File: src/cdcc_pkg.sv
package cdcc_pkg;

    localparam int NumDigits = 9;
    localparam int DigitW    = 4;

    typedef logic [DigitW-1:0] digit_t;
    typedef digit_t [NumDigits-1:0] digit_vec_t;

    localparam digit_t DigitReset = 4'd2;

    // Wrap limits for an increment, digit 8 first. Hour digits are
    // overridden by the hour rules.
    localparam digit_vec_t DigitLimit = {
        4'd9, 4'd9, 4'd9, 4'd2, 4'd9, 4'd5, 4'd9, 4'd5, 4'd9
    };

    typedef enum logic {
        OP_TICK = 1'b0,
        OP_INC  = 1'b1
    } op_t;

    typedef struct packed {
        op_t        opcode;
        logic [3:0] digit_index;
    } in_word_t;

    typedef struct packed {
        digit_vec_t digits;
        logic       expired;
    } out_word_t;

endpackage

File: src/cdcc_step.sv
module cdcc_step (
    input  cdcc_pkg::digit_vec_t digits,
    input  logic                 expired,
    input  logic                 clock_mode,
    input  cdcc_pkg::in_word_t   item,
    output cdcc_pkg::digit_vec_t digits_next,
    output logic                 expired_next
);

    function automatic cdcc_pkg::digit_t dec_wrap(input cdcc_pkg::digit_t d,
                                                  input cdcc_pkg::digit_t lim);
        return (d != 4'd0) ? d - 4'd1 : lim;
    endfunction

    function automatic cdcc_pkg::digit_t inc_wrap(input cdcc_pkg::digit_t d,
                                                  input cdcc_pkg::digit_t lim);
        return (d < lim) ? d + 4'd1 : 4'd0;
    endfunction

    cdcc_pkg::digit_vec_t dn;
    cdcc_pkg::digit_vec_t up;
    cdcc_pkg::digit_vec_t ed;
    logic                 dn_expired;
    logic                 b0, b1, b2, b3, bh, b6, b7;
    logic                 c0, c1, c2, c3;
    cdcc_pkg::digit_t     wd;
    cdcc_pkg::digit_t     lim4;
    cdcc_pkg::digit_t     lim5;

    // Countdown tick: the borrow ripples from seconds units to day hundreds.
    always_comb begin
        dn         = digits;
        dn_expired = expired;
        bh         = 1'b0;
        b6         = 1'b0;
        b7         = 1'b0;
        b0         = (digits[0] == 4'd0);
        b1         = b0 && (digits[1] == 4'd0);
        b2         = b1 && (digits[2] == 4'd0);
        b3         = b2 && (digits[3] == 4'd0);
        dn[0]      = dec_wrap(digits[0], 4'd9);
        if (b0) begin
            dn[1] = dec_wrap(digits[1], 4'd5);
        end
        if (b1) begin
            dn[2] = dec_wrap(digits[2], 4'd9);
        end
        if (b2) begin
            dn[3] = dec_wrap(digits[3], 4'd5);
        end
        if (b3) begin
            if (digits[5] > 4'd2 || (digits[5] == 4'd2 && digits[4] > 4'd3)) begin
                dn[5] = 4'd2;
                dn[4] = 4'd3;
            end else if (digits[4] != 4'd0) begin
                dn[4] = digits[4] - 4'd1;
            end else if (digits[5] != 4'd0) begin
                dn[4] = 4'd9;
                dn[5] = digits[5] - 4'd1;
            end else begin
                dn[5] = 4'd2;
                dn[4] = 4'd3;
                bh    = 1'b1;
            end
        end
        if (bh) begin
            dn[6] = dec_wrap(digits[6], 4'd9);
            b6    = (digits[6] == 4'd0);
        end
        if (b6) begin
            dn[7] = dec_wrap(digits[7], 4'd9);
            b7    = (digits[7] == 4'd0);
        end
        if (b7) begin
            if (digits[8] != 4'd0) begin
                dn[8] = digits[8] - 4'd1;
            end else begin
                dn_expired = 1'b1;
            end
        end
    end

    // Clock tick: repair the weekday and clear the upper day digits first.
    always_comb begin
        up    = digits;
        up[7] = 4'd0;
        up[8] = 4'd0;
        wd    = digits[6];
        if (wd == 4'd0 || wd == 4'd8 || wd == 4'd9) begin
            wd = 4'd1;
        end
        up[6] = wd;
        c0    = (digits[0] >= 4'd9);
        c1    = c0 && (digits[1] >= 4'd5);
        c2    = c1 && (digits[2] >= 4'd9);
        c3    = c2 && (digits[3] >= 4'd5);
        up[0] = inc_wrap(digits[0], 4'd9);
        if (c0) begin
            up[1] = inc_wrap(digits[1], 4'd5);
        end
        if (c1) begin
            up[2] = inc_wrap(digits[2], 4'd9);
        end
        if (c2) begin
            up[3] = inc_wrap(digits[3], 4'd5);
        end
        if (c3) begin
            if (digits[5] < 4'd2 || (digits[5] == 4'd2 && digits[4] < 4'd3)) begin
                if (digits[4] >= 4'd9) begin
                    up[4] = 4'd0;
                    up[5] = digits[5] + 4'd1;
                end else begin
                    up[4] = digits[4] + 4'd1;
                end
            end else begin
                up[4] = 4'd0;
                up[5] = 4'd0;
                up[6] = (wd < 4'd7) ? wd + 4'd1 : 4'd1;
            end
        end
    end

    // Digit edit with the hour limits depending on the other hour digit.
    always_comb begin
        lim4 = (digits[5] >= 4'd2) ? 4'd3 : 4'd9;
        lim5 = (digits[4] <= 4'd3) ? 4'd2 : 4'd1;
        ed   = digits;
        for (int i = 0; i < cdcc_pkg::NumDigits; i++) begin
            if (item.digit_index == 4'(i)) begin
                if (i == 4) begin
                    ed[i] = inc_wrap(digits[i], lim4);
                end else if (i == 5) begin
                    ed[i] = inc_wrap(digits[i], lim5);
                end else begin
                    ed[i] = inc_wrap(digits[i], cdcc_pkg::DigitLimit[i]);
                end
            end
        end
    end

    always_comb begin
        digits_next  = digits;
        expired_next = expired;
        if (item.opcode == cdcc_pkg::OP_INC) begin
            digits_next = ed;
        end else if (!expired) begin
            if (clock_mode) begin
                digits_next = up;
            end else begin
                digits_next  = dn;
                expired_next = dn_expired;
            end
        end
    end

endmodule

File: src/countdown_and_clock_digit_counter_core.sv
// Nine-digit BCD countdown timer and 24-hour clock with weekday.
// Input channel s_valid/s_ready/s_data carries one word per operation: a
// one-second tick or an increment of the digit named by digit_index.
// Result channel m_valid/m_ready/m_data returns one word per input word:
// all nine digits and the sticky expired flag after the operation acted.
// Configuration channel cfg_valid/cfg_ready/cfg_data writes clock_mode
// (0 countdown, 1 clock); it is always ready. It is to be written while
// idle; the block itself does not enforce this. An accepted word is held
// in an input register; the digit update, ripple included, runs through
// one pass of logic into the state and result registers behind m_valid.
// Throughput is one word per cycle while the receiver takes results.
// When the receiver stalls, the result register holds its word and the
// input register takes one more word before s_ready drops.
// Reset clears both valid flags and expiry, selects countdown mode and
// loads every digit with 2.
module countdown_and_clock_digit_counter_core (
    input  logic                aclk,
    input  logic                aresetn,
    input  logic                s_valid,
    output logic                s_ready,
    input  cdcc_pkg::in_word_t  s_data,
    output logic                m_valid,
    input  logic                m_ready,
    output cdcc_pkg::out_word_t m_data,
    input  logic                cfg_valid,
    output logic                cfg_ready,
    input  logic                cfg_data
);

    logic                 in_valid_reg;
    cdcc_pkg::in_word_t   in_data_reg;
    logic                 out_valid_reg;
    cdcc_pkg::out_word_t  out_data_reg;
    cdcc_pkg::digit_vec_t digits_reg;
    cdcc_pkg::digit_vec_t digits_next;
    logic                 expired_reg;
    logic                 expired_next;
    logic                 clock_mode_reg;
    logic                 advance;

    assign advance   = in_valid_reg && (!out_valid_reg || m_ready);
    assign s_ready   = !in_valid_reg || advance;
    assign cfg_ready = 1'b1;
    assign m_valid   = out_valid_reg;
    assign m_data    = out_data_reg;

    cdcc_step u_step (
        .digits       (digits_reg),
        .expired      (expired_reg),
        .clock_mode   (clock_mode_reg),
        .item         (in_data_reg),
        .digits_next  (digits_next),
        .expired_next (expired_next)
    );

    always_ff @(posedge aclk) begin
        if (!aresetn) begin
            in_valid_reg   <= 1'b0;
            out_valid_reg  <= 1'b0;
            expired_reg    <= 1'b0;
            clock_mode_reg <= 1'b0;
            digits_reg     <= {cdcc_pkg::NumDigits{cdcc_pkg::DigitReset}};
        end else begin
            if (cfg_valid && cfg_ready) begin
                clock_mode_reg <= cfg_data;
            end
            if (s_ready) begin
                in_valid_reg <= s_valid;
            end
            if (advance) begin
                out_valid_reg <= 1'b1;
                digits_reg    <= digits_next;
                expired_reg   <= expired_next;
            end else if (m_ready) begin
                out_valid_reg <= 1'b0;
            end
        end
    end

    always_ff @(posedge aclk) begin
        if (s_ready && s_valid) begin
            in_data_reg <= s_data;
        end
        if (advance) begin
            out_data_reg.digits  <= digits_next;
            out_data_reg.expired <= expired_next;
        end
    end

    a_expired_sticky: assert property (
        @(posedge aclk) disable iff (!aresetn)
        expired_reg |=> expired_reg
    ) else $error("expired flag cleared without reset");

    a_result_matches_state: assert property (
        @(posedge aclk) disable iff (!aresetn)
        out_valid_reg |-> (out_data_reg.digits == digits_reg &&
                           out_data_reg.expired == expired_reg)
    ) else $error("pending result word differs from digit state");

    a_clock_tick_clears_days: assert property (
        @(posedge aclk) disable iff (!aresetn)
        (advance && clock_mode_reg && !expired_reg &&
         in_data_reg.opcode == cdcc_pkg::OP_TICK)
        |=> (digits_reg[7] == 4'd0 && digits_reg[8] == 4'd0)
    ) else $error("clock tick left day tens or hundreds nonzero");

    a_hour_tens_range: assert property (
        @(posedge aclk) disable iff (!aresetn)
        digits_reg[5] <= 4'd2
    ) else $error("hour tens digit out of range");

endmodule

File: config.mk
export PLATFORM = sky130hd
export DESIGN_NAME = countdown_and_clock_digit_counter_core
export DESIGN_NICKNAME = d
export VERILOG_FILES = /design/src/cdcc_pkg.sv /design/src/cdcc_step.sv /design/src/countdown_and_clock_digit_counter_core.sv
export SDC_FILE = /design/constraint.sdc
export NUM_CORES = 1
export LEC_CHECK = 0
export BUFFER_PORTS_ARGS = -buffer_cell sky130_fd_sc_hd__buf_4
export CORE_ASPECT_RATIO = 1.1
export CORE_MARGIN = 2
export CORE_UTILIZATION = 45
export DETAILED_ROUTE_END_ITERATION = 16
export HOLD_SLACK_MARGIN = 0.12
export PLACE_DENSITY_LB_ADDON = 0.1
export SETUP_SLACK_MARGIN = 0.02
export SYNTH_ARGS = -nofsm -noshare
export SYNTH_HDL_FRONTEND = slang
export SYNTH_SLANG_ARGS = --single-unit
export TNS_END_PERCENT = 1
File: constraint.sdc
create_clock -name aclk -period 2.95 [get_ports aclk]
set_input_delay 0.1475 -clock aclk [delete_from_list [all_inputs] [get_ports aclk]]
set_output_delay 0.1475 -clock aclk [all_outputs]
set_load 0.1 [all_outputs]
# Yosys cells after proc, flatten, opt, wreduce, memory -nomap -nowiden
# Cells that the tools add are included.
# classes
n_lt_le_gt_ge	21
addsub	19
muxes	64
n_reduce_logical	35
eq_ne	11
# ops
cell	count
4-bit 2-to-1 mux	42
36-bit 2-to-1 mux	3
4-bit by 1-bit adder with 4-bit output, second input constant	10
4-bit nonzero test	9
4-bit by 1-bit subtractor with 4-bit output, second input constant	9
8-bit 2-to-1 mux	4
4-bit logical NOT	7
4-bit less-than comparator, second input constant	5
4-bit by 3-bit == test with 1-bit output, second input constant	4
1-bit 2-to-1 mux	13
4-bit by 2-bit == test with 1-bit output, second input constant	3
4-bit == test, second input constant	3
4-bit greater-or-equal comparator, second input constant	3
4-bit by 3-bit less-than comparator with 1-bit output, second input constant	3
12-bit 2-to-1 mux	1
1-bit logical AND	10
4-bit by 3-bit greater-or-equal comparator with 1-bit output, second input constant	2
4-bit by 2-bit greater-than comparator with 1-bit output, second input constant	2
4-bit by 2-bit less-than comparator with 1-bit output, second input constant	2
4-bit less-than comparator	2
1-bit logical OR	6
4-bit by 1-bit == test with 1-bit output, second input constant	1
4-bit by 2-bit greater-or-equal comparator with 1-bit output, second input constant	1
4-bit by 2-bit less-or-equal comparator with 1-bit output, second input constant	1
3 further kinds	4
# totals
regBits	82
elab_cells	175
out_inout_bits	40

# Logic depth before layout (Yosys ltp)
# Gate-level depths: netlist of run 1.
# logic_depth
word_depth	11
mapped_depth	13
mapped_depth_nobuf	13

# Hierarchy
# From an unflattened synthesis of run 1, not the netlist that was laid out.
# unflattened
hier_cells	776
hier_area_um2	6367.4
# by_module_without_submodules
module	area_each_um2	cells_per_inst	instances
cdcc_step	3484.6	557	1
countdown_and_clock_digit_counter_core	2882.8	219	1

# Worst setup path after synthesis of run 1
# No wires, ideal clock.
# synth_path
path_kind	register to register
start	reg out_valid_reg, in the netlist m_valid
end	reg out_data_reg (netlist bit m_data[0]) (enable)
t_arrival_ns	2.834
path_stages_with_launch	7
path_buffers	3
required_time_ns	2.534
path_slack_ns	-0.300
path_cell_list	dfxtp_1 > nor2b_1 > nand2b_1 > clkbuf_1 > inv_2 > clkbuf_1 > clkbuf_1
# synth_between
elab_chain_cells	3
# synth_lines
element	line_no	text
start, declared	countdown_and_clock_digit_counter_core.sv:32	logic out_valid_reg;
start signal, assigned	countdown_and_clock_digit_counter_core.sv:59	out_valid_reg <= 1'b0;
start signal, assigned	countdown_and_clock_digit_counter_core.sv:71	out_valid_reg <= 1'b1;
start signal, assigned	countdown_and_clock_digit_counter_core.sv:75	out_valid_reg <= 1'b0;
1-bit logical NOT	countdown_and_clock_digit_counter_core.sv:41	assign advance = in_valid_reg && (!out_valid_reg || m_ready);
1-bit logical OR	countdown_and_clock_digit_counter_core.sv:41	
1-bit logical AND	countdown_and_clock_digit_counter_core.sv:41	
named net advance	countdown_and_clock_digit_counter_core.sv:39	logic advance;
end, declared	countdown_and_clock_digit_counter_core.sv:33	cdcc_pkg::out_word_t out_data_reg;
# The timed path passes the listed nets, and every way through them passes these cells.
# A chain may end at the register's enable or synchronous reset.

==> out/results.tsv, run 1 <==
metric	value	unit
internal power	2111	uW
net load switching power	1174	uW
CTS Buf Count	9	
Detail Route Antenna Nets	0	
Crit path required time	3030	ps
maximum VDD drop	255.6	uV
layout net count	866	
IO Port Bufs	49	
initial antenna violation count	0	
vias per cell	6.282	
Worst setup EP type	register	
Hold WS	161.9	ps
Comb pwr share	25.6	%
Yosys cell types	89	
root buf cell	clkbuf_16	
R2R setup slack	190	ps
ANT cells	0	
kind of critical path	reg2reg	
initial core utilization	46.53	%
CTS max path bufs	2	
Min-Delay Path Depth	2	
1st-iter DRT viols	410	
1st-pass router iterations	6	
count of final max-slew check failures	0	
Slew HR	37.65	%
Fin Setup TNS	0	ps
Mapped Nets	804	
RR Endpoint	m_data[18]$_DFFE_PP_	
largest net degree at the start of global routing	51	
sequential area share after synthesis	33.27	%
Synth Instances	763	
Setup crit start kind	register	
Hold Path Class	in2reg	
status	complete, no violations	
I/O pin cnt	51	
Routed WL	19860	um
Avg Inst Size Synth	8.124	um^2
switch share	35.74	%
largest area contributor in the netlist	edfxtp_1	
total grt overflow	0	
synth top area cells	edfxtp_1, dfxtp_1, ha_1, nand2_1, o21ai_0	
R2R Path Start	digits_reg[0]$_SDFFE_PN0P_	
final hold violation count	0	
PwrDens	449.8	nW/um^2
Max-Cap Viols	0	
global-route wire length before repair	32260	um
DP HPWL	14110	um
FF-to-FF path depth	10	
die area	14730	um^2
RSZ-0062 raised after global routing	false	
HP Start	aresetn	
GRT Total Usage	28.00	%
H-tree depth	3	
Arr. time, crit path	2840	ps
Avg WL per Cell	19.59	um
dpl cells	988	
P_leak	0.002785	uW
FILL cells	1294	
std cell rows	44	
final setup violation count	0	
Max FO, Critical Path	9	
area grow syn2layout	17.80	%
gp weighted congestion	0.9600	
hold endpoint	digits_reg[5]$_SDFFE_PN1P_	
Seq pwr share	40.7	%
max FFs per register	37	
Slew @ Worst Pin	926.7	ps
worst skew pair latency	360	ps
Clk pwr share	33.7	%
CTS Sinks	82	
Final Cell Area	7302	um^2
Clk pin slew, worst setup/hold paths	70	ps
Max Fclk	0.3624	GHz
Tcrit/Tclk final	93.54	%
Post-synth ARST share	0	%
Mapped Area	6198	um^2
synthesis-stage register bit count	82	
top_reg_cell synth	edfxtp_1	
DR DRC count	0	
Post-synth EDFFs	42	
vias in the first global route	6354	
Die H	127.1	um
final std cells w/o fill	1014	
Ys Warns	0	
commonest non-fill, non-tap cell in the layout	buf_4	
layout cell share with drive strength beyond 1	17.35	%
most frequent cells in the layout	buf_4, nand2_1, nor2_1	
CTS tree	done	
Setup Skew	4.927	ps
die width	115.9	um
placed instance area	6904	um^2
post-synth top area share	20.35	%
minimum clock period	2760	ps
final total power	3284	uW
routed vias	6370	
core area	13320	um^2
-- metrics by stage --
stage          worst slack, ps  util [%]
2_1_floorplan            178.7         -
3_3_place_gp             265.1     51.82
3_5_place_dp             164.3     51.82
4_1_cts                  145.6     54.63
5_1_grt                  41.33     54.81
6_report                 190.4     54.81
-- synthesized netlist by cell type (9+ instances only) --
master and n:
a211oi_1 9, nand2_1 82, clkbuf_1 38, ha_1 30, nand2b_1 12, nand4_1 13, a21oi_1 52, nor2_1 70
dfxtp_1 40, nor3_1 22, o21a_1 10, a31oi_1 20, o211ai_1 13, o31ai_1 17, o21ai_0 61, edfxtp_1 42
nor2b_1 12, inv_1 35, nand3_1 23
-- worst max path at each step --
stage / endpoint / start / cells after the start / slack (ps)
final: m_data[18]$_DFFE_PP_ / digits_reg[0]$_SDFFE_PN0P_ / 10 / 190
after global routing: digits_reg[25]$_SDFFE_PN1P_ / digits_reg[5]$_SDFFE_PN1P_ / 11 / 40
after CTS: digits_reg[18]$_SDFFE_PN0P_ / digits_reg[20]$_SDFFE_PN0P_ / 13 / 150
after detailed placement: digits_reg[18]$_SDFFE_PN0P_ / digits_reg[20]$_SDFFE_PN0P_ / 13 / 160
after global placement: m_data[27]$_DFFE_PP_ / digits_reg[8]$_SDFFE_PN0P_ / 9 / 270
after floorplan: digits_reg[33]$_SDFFE_PN1P_ / m_valid$_SDFFE_PN0P_ / 8 / 180
-- layout make-up --
type	instances	area (um^2)	area share [%]
clock buffer	9	225.2	3.084
clock inverter	7	58.81	0.8053
inverter	37	138.9	1.902
multi-input combinational	597	3827	52.42
sequential	82	2063	28.26
tap	184	230.2	3.153
timing repair buffer	98	758.2	10.38
-- per-layer routing --
layer  track usage [%]  part of all wire, %
met4             15.97                  4.2
met2             45.85                   48
met3             4.554                  5.0
met5                 0                    0
met1             34.77                   42
-- cells by family (layout without fill, tap and decap cells) --
group / after synthesis / after routing / share of synthesized area [%]
adder cells (fa/ha/maj): 30 / 30 / 6.056
AND/OR/NAND/NOR: 290 / 290 / 24.47
flip-flops: 82 / 82 / 33.27
buffers and inverters: 84 / 151 / 5.228
XOR/XNOR: 4 / 4 / 0.5653
AO/OA/AOI/OAI: 263 / 263 / 28.83
other: 1 / 1 / 0.06050
multiplexers: 9 / 9 / 1.534
-- timing repair --
item / 4_1_cts / 5_1_grt
hold endpoints to repair: 8 / 0
hold buffers: 9 / 0
endpoints found under the setup margin: 0 / 11
gates resized for setup: 0 / 5
setup buffers: 0 / 1
-- critical path: stages (launching register included) --
cell     delay, ps
dfxtp_1        470
inv_1           80
ha_1           270
or2b_4         270
o21a_1         190
nand3_1        160
buf_4          190
nor3_1         430
o32ai_1        160
nand2_1        120
o21ai_0        140
-- power groups by stage --
stage	Sequential, uW	Combinational [uW]	Clock (uW)
2_1_floorplan	1530	422	0
3_3_place_gp	1360	810	0
3_5_place_dp	1360	818	0
4_1_cts	1330	832	1130
5_1_grt	1340	907	1180
6_report	1340	842	1110
Power figures use the tool's default switching activity.
==> run 2: changes to the inputs <==
--- a/config.mk
+++ b/config.mk
@@ -9,5 +9,5 @@
 export CORE_ASPECT_RATIO = 1.1
 export CORE_MARGIN = 2
-export CORE_UTILIZATION = 45
+export CORE_UTILIZATION = 35
 export DETAILED_ROUTE_END_ITERATION = 16
 export HOLD_SLACK_MARGIN = 0.12
==> constraint.sdc (replaced) <==
create_clock -name aclk -period 2.95 [get_ports aclk]
set_input_delay 0.59 -clock aclk [delete_from_list [all_inputs] [get_ports aclk]]
set_output_delay 0.59 -clock aclk [all_outputs]
set_load 0.1 [all_outputs]
==> out/results.tsv, run 2 (synthesis results as in run 1) <==
metric	value	unit	change
status	complete, no violations		
Storage cell area	2063	um^2	unchanged
gp weighted congestion	0.9606		about the same
Fin Setup TNS	0	ps	unchanged
Avg WL per Cell	19.18	um	-2.1%
vias per cell	5.909		-5.9%
global-route wire length before repair	31980	um	-0.86%
routed vias	6252		-1.9%
Clk pin slew, worst setup/hold paths	70	ps	about the same
total grt overflow	0		unchanged
net load switching power	1155	uW	-1.6%
Arr. time, crit path	2800	ps	-40 ps
final setup violation count	0		unchanged
most used cell, CP	nand3_1		
Seq pwr share	39.1	%	-1.6 points
kind of critical path	reg2reg		
Slowest cell on crit path	dfxtp_1		
pre-CTS setup slack	171.3	ps	+6.989 ps
Setup Skew	12.42	ps	+7.491 ps
Worst setup EP type	register		
count of final max-slew check failures	0		unchanged
RSZ-0062 raised after global routing	true		
layout net count	856		-1.2%
Detail Route Antenna Nets	0		unchanged
Comb pwr share	24.3	%	-1.3 points
Max Fclk	0.3695	GHz	+2.0%
Routed WL	20300	um	+2.2%
Worst Path Buf+Inv	1		-1
initial core utilization	35.32	%	-11 points
Critical path origin	digits_reg[0]$_SDFFE_PN0P_		
Clk pwr share	36.5	%	+2.8 points
switch share	33.75	%	-2.0 points
commonest non-fill, non-tap cell in the layout	buf_4		
area grow syn2layout	18.19	%	
final hold violation count	0		unchanged
Slew @ Worst Pin	787.7	ps	-139.0 ps
final setup margin	244.0	ps	+53.56 ps
HP Start	s_data[1]		
CTS Sinks	82		unchanged
Max-Cap Viols	0		unchanged
IO Port Bufs	49		unchanged
ANT cells	0		unchanged
R2R Path Start	digits_reg[0]$_SDFFE_PN0P_		
crit-path leading delay family	simple AND/OR/NAND/NOR gates		
core area	17550	um^2	+32%
PwrDens	467.0	nW/um^2	+3.8%
Final Cell Area	7326	um^2	+0.33%
vias in the first global route	5914		-6.9%
CTS max path bufs	2		unchanged
die width	130.9	um	+13%
Crit path required time	3040	ps	about the same
die area	18790	um^2	+28%
std cell rows	51		+16%
RR Endpoint	m_data[23]$_DFFE_PP_		
root buf cell	clkbuf_16		
I/O pin cnt	51		unchanged
DR DRC count	0		unchanged
H-tree depth	3		unchanged
Die H	143.6	um	+13%
CTS Buf Count	9		unchanged
area taken by multi-input logic gates	3841	um^2	+0.36%
crit-path max cell delay	490	ps	+20 ps
max FFs per register	37		unchanged
Max FO, Critical Path	9		unchanged
FILL cells	1777		+37%
layout cell share with drive strength beyond 1	17.93	%	+0.58 points
R2R setup slack	240	ps	+50 ps
initial antenna violation count	0		unchanged
FF-to-FF path depth	9		-1
Setup crit start kind	register		
CTS Hold Bufs	0		-9
Hold Path Class	in2reg		
worst-path cell chain	inv_1 -> ha_1 -> or2b_4 -> o21a_1 -> nand3_1 -> nor3_1 -> nand2_1 -> o2111ai_1 -> nand3_1		
Tcrit/Tclk final	91.73	%	-1.8 points
placed instance area	6957	um^2	+0.76%
Slew HR	47.00	%	+9.4 points
1st-iter DRT viols	436		+6.3%
DP HPWL	14500	um	+2.7%
maximum VDD drop	262.4	uV	+2.7%
most frequent cells in the layout	buf_4, nand2_1, nor2_1		
hold endpoint	in_data_reg[1]$_DFFE_PP_		
GRT Total Usage	22.12	%	-5.9 points
worst skew pair latency	350	ps	about the same
Min-Delay Path Depth	1		-1
largest net degree at the start of global routing	51		unchanged
CTS tree	done		
minimum clock period	2706	ps	-53.56 ps
internal power	2266	uW	+7.4%
1st-pass router iterations	6		unchanged
P_leak	0.002765	uW	-0.70%
## run 2: cell type report
type	count	area share, %
Multi-Input combinational cell	597	52.43
Clock inverter	7	1.349
Inverter	37	1.896
Clock buffer	9	3.074
Tap cell	238	4.065
Sequential cell	82	28.16
Timing Repair Buffer	88	9.018
## run 2: worst register-to-register path: stages, from the launching register on
cell       delay (ps)
dfxtp_1           490
inv_1              80
ha_1              290
or2b_4            280
o21a_1            200
nand3_1           230
nor3_1            470
nand2_1           110
o2111ai_1         180
nand3_1           120
## run 2: worst max path at each step
stage / cells past startpoint / to / slack [ps]
after floorplan: 8 / digits_reg[33]$_SDFFE_PN1P_ / 180
after global placement: 9 / m_data[27]$_DFFE_PP_ / 240
after detailed placement: 9 / m_data[27]$_DFFE_PP_ / 170
after CTS: 9 / m_data[27]$_DFFE_PP_ / 130
after global routing: 9 / m_data[23]$_DFFE_PP_ / -20
final: 9 / m_data[23]$_DFFE_PP_ / 240
## run 2: what timing repair did
| item | in CTS | in global routing |
|---|---|---|
| buffers inserted | 0 | 2 |
| gates resized for setup | 0 | 7 |
| endpoints found under the setup margin | 0 | 11 |
## run 2: power groups by stage
stage	Sequential (uW)	Clock, uW	Combinational, uW
after detailed placement	1360	0	822
after CTS	1340	1280	825
after global placement	1360	0	817
after global routing	1350	1330	897
after floorplan	1530	0	422
final	1340	1250	832
## run 2: routing by layer
layer  track usage (%)  up-vias  routed length, um
met5                 0        -                  0
met4             7.727        0                485
met3             4.207       42               1196
met2             36.27      240               9957
met1             29.07     3006               8655
li1                  -     2964                  -
## run 2: through the flow
step | util [%] | total power [uW] | std cells | hold slack [ps]
after detailed placement | 39.64 | 2183 | 1040 | 507.1
after floorplan | - | 1955 | 763 | 486.2
after global routing | 41.75 | 3575 | 1058 | 391.7
after CTS | 41.49 | 3446 | 1056 | 399.5
final | 41.75 | 3421 | 1058 | 413.4
after global placement | 39.64 | 2177 | 1040 | 505.3
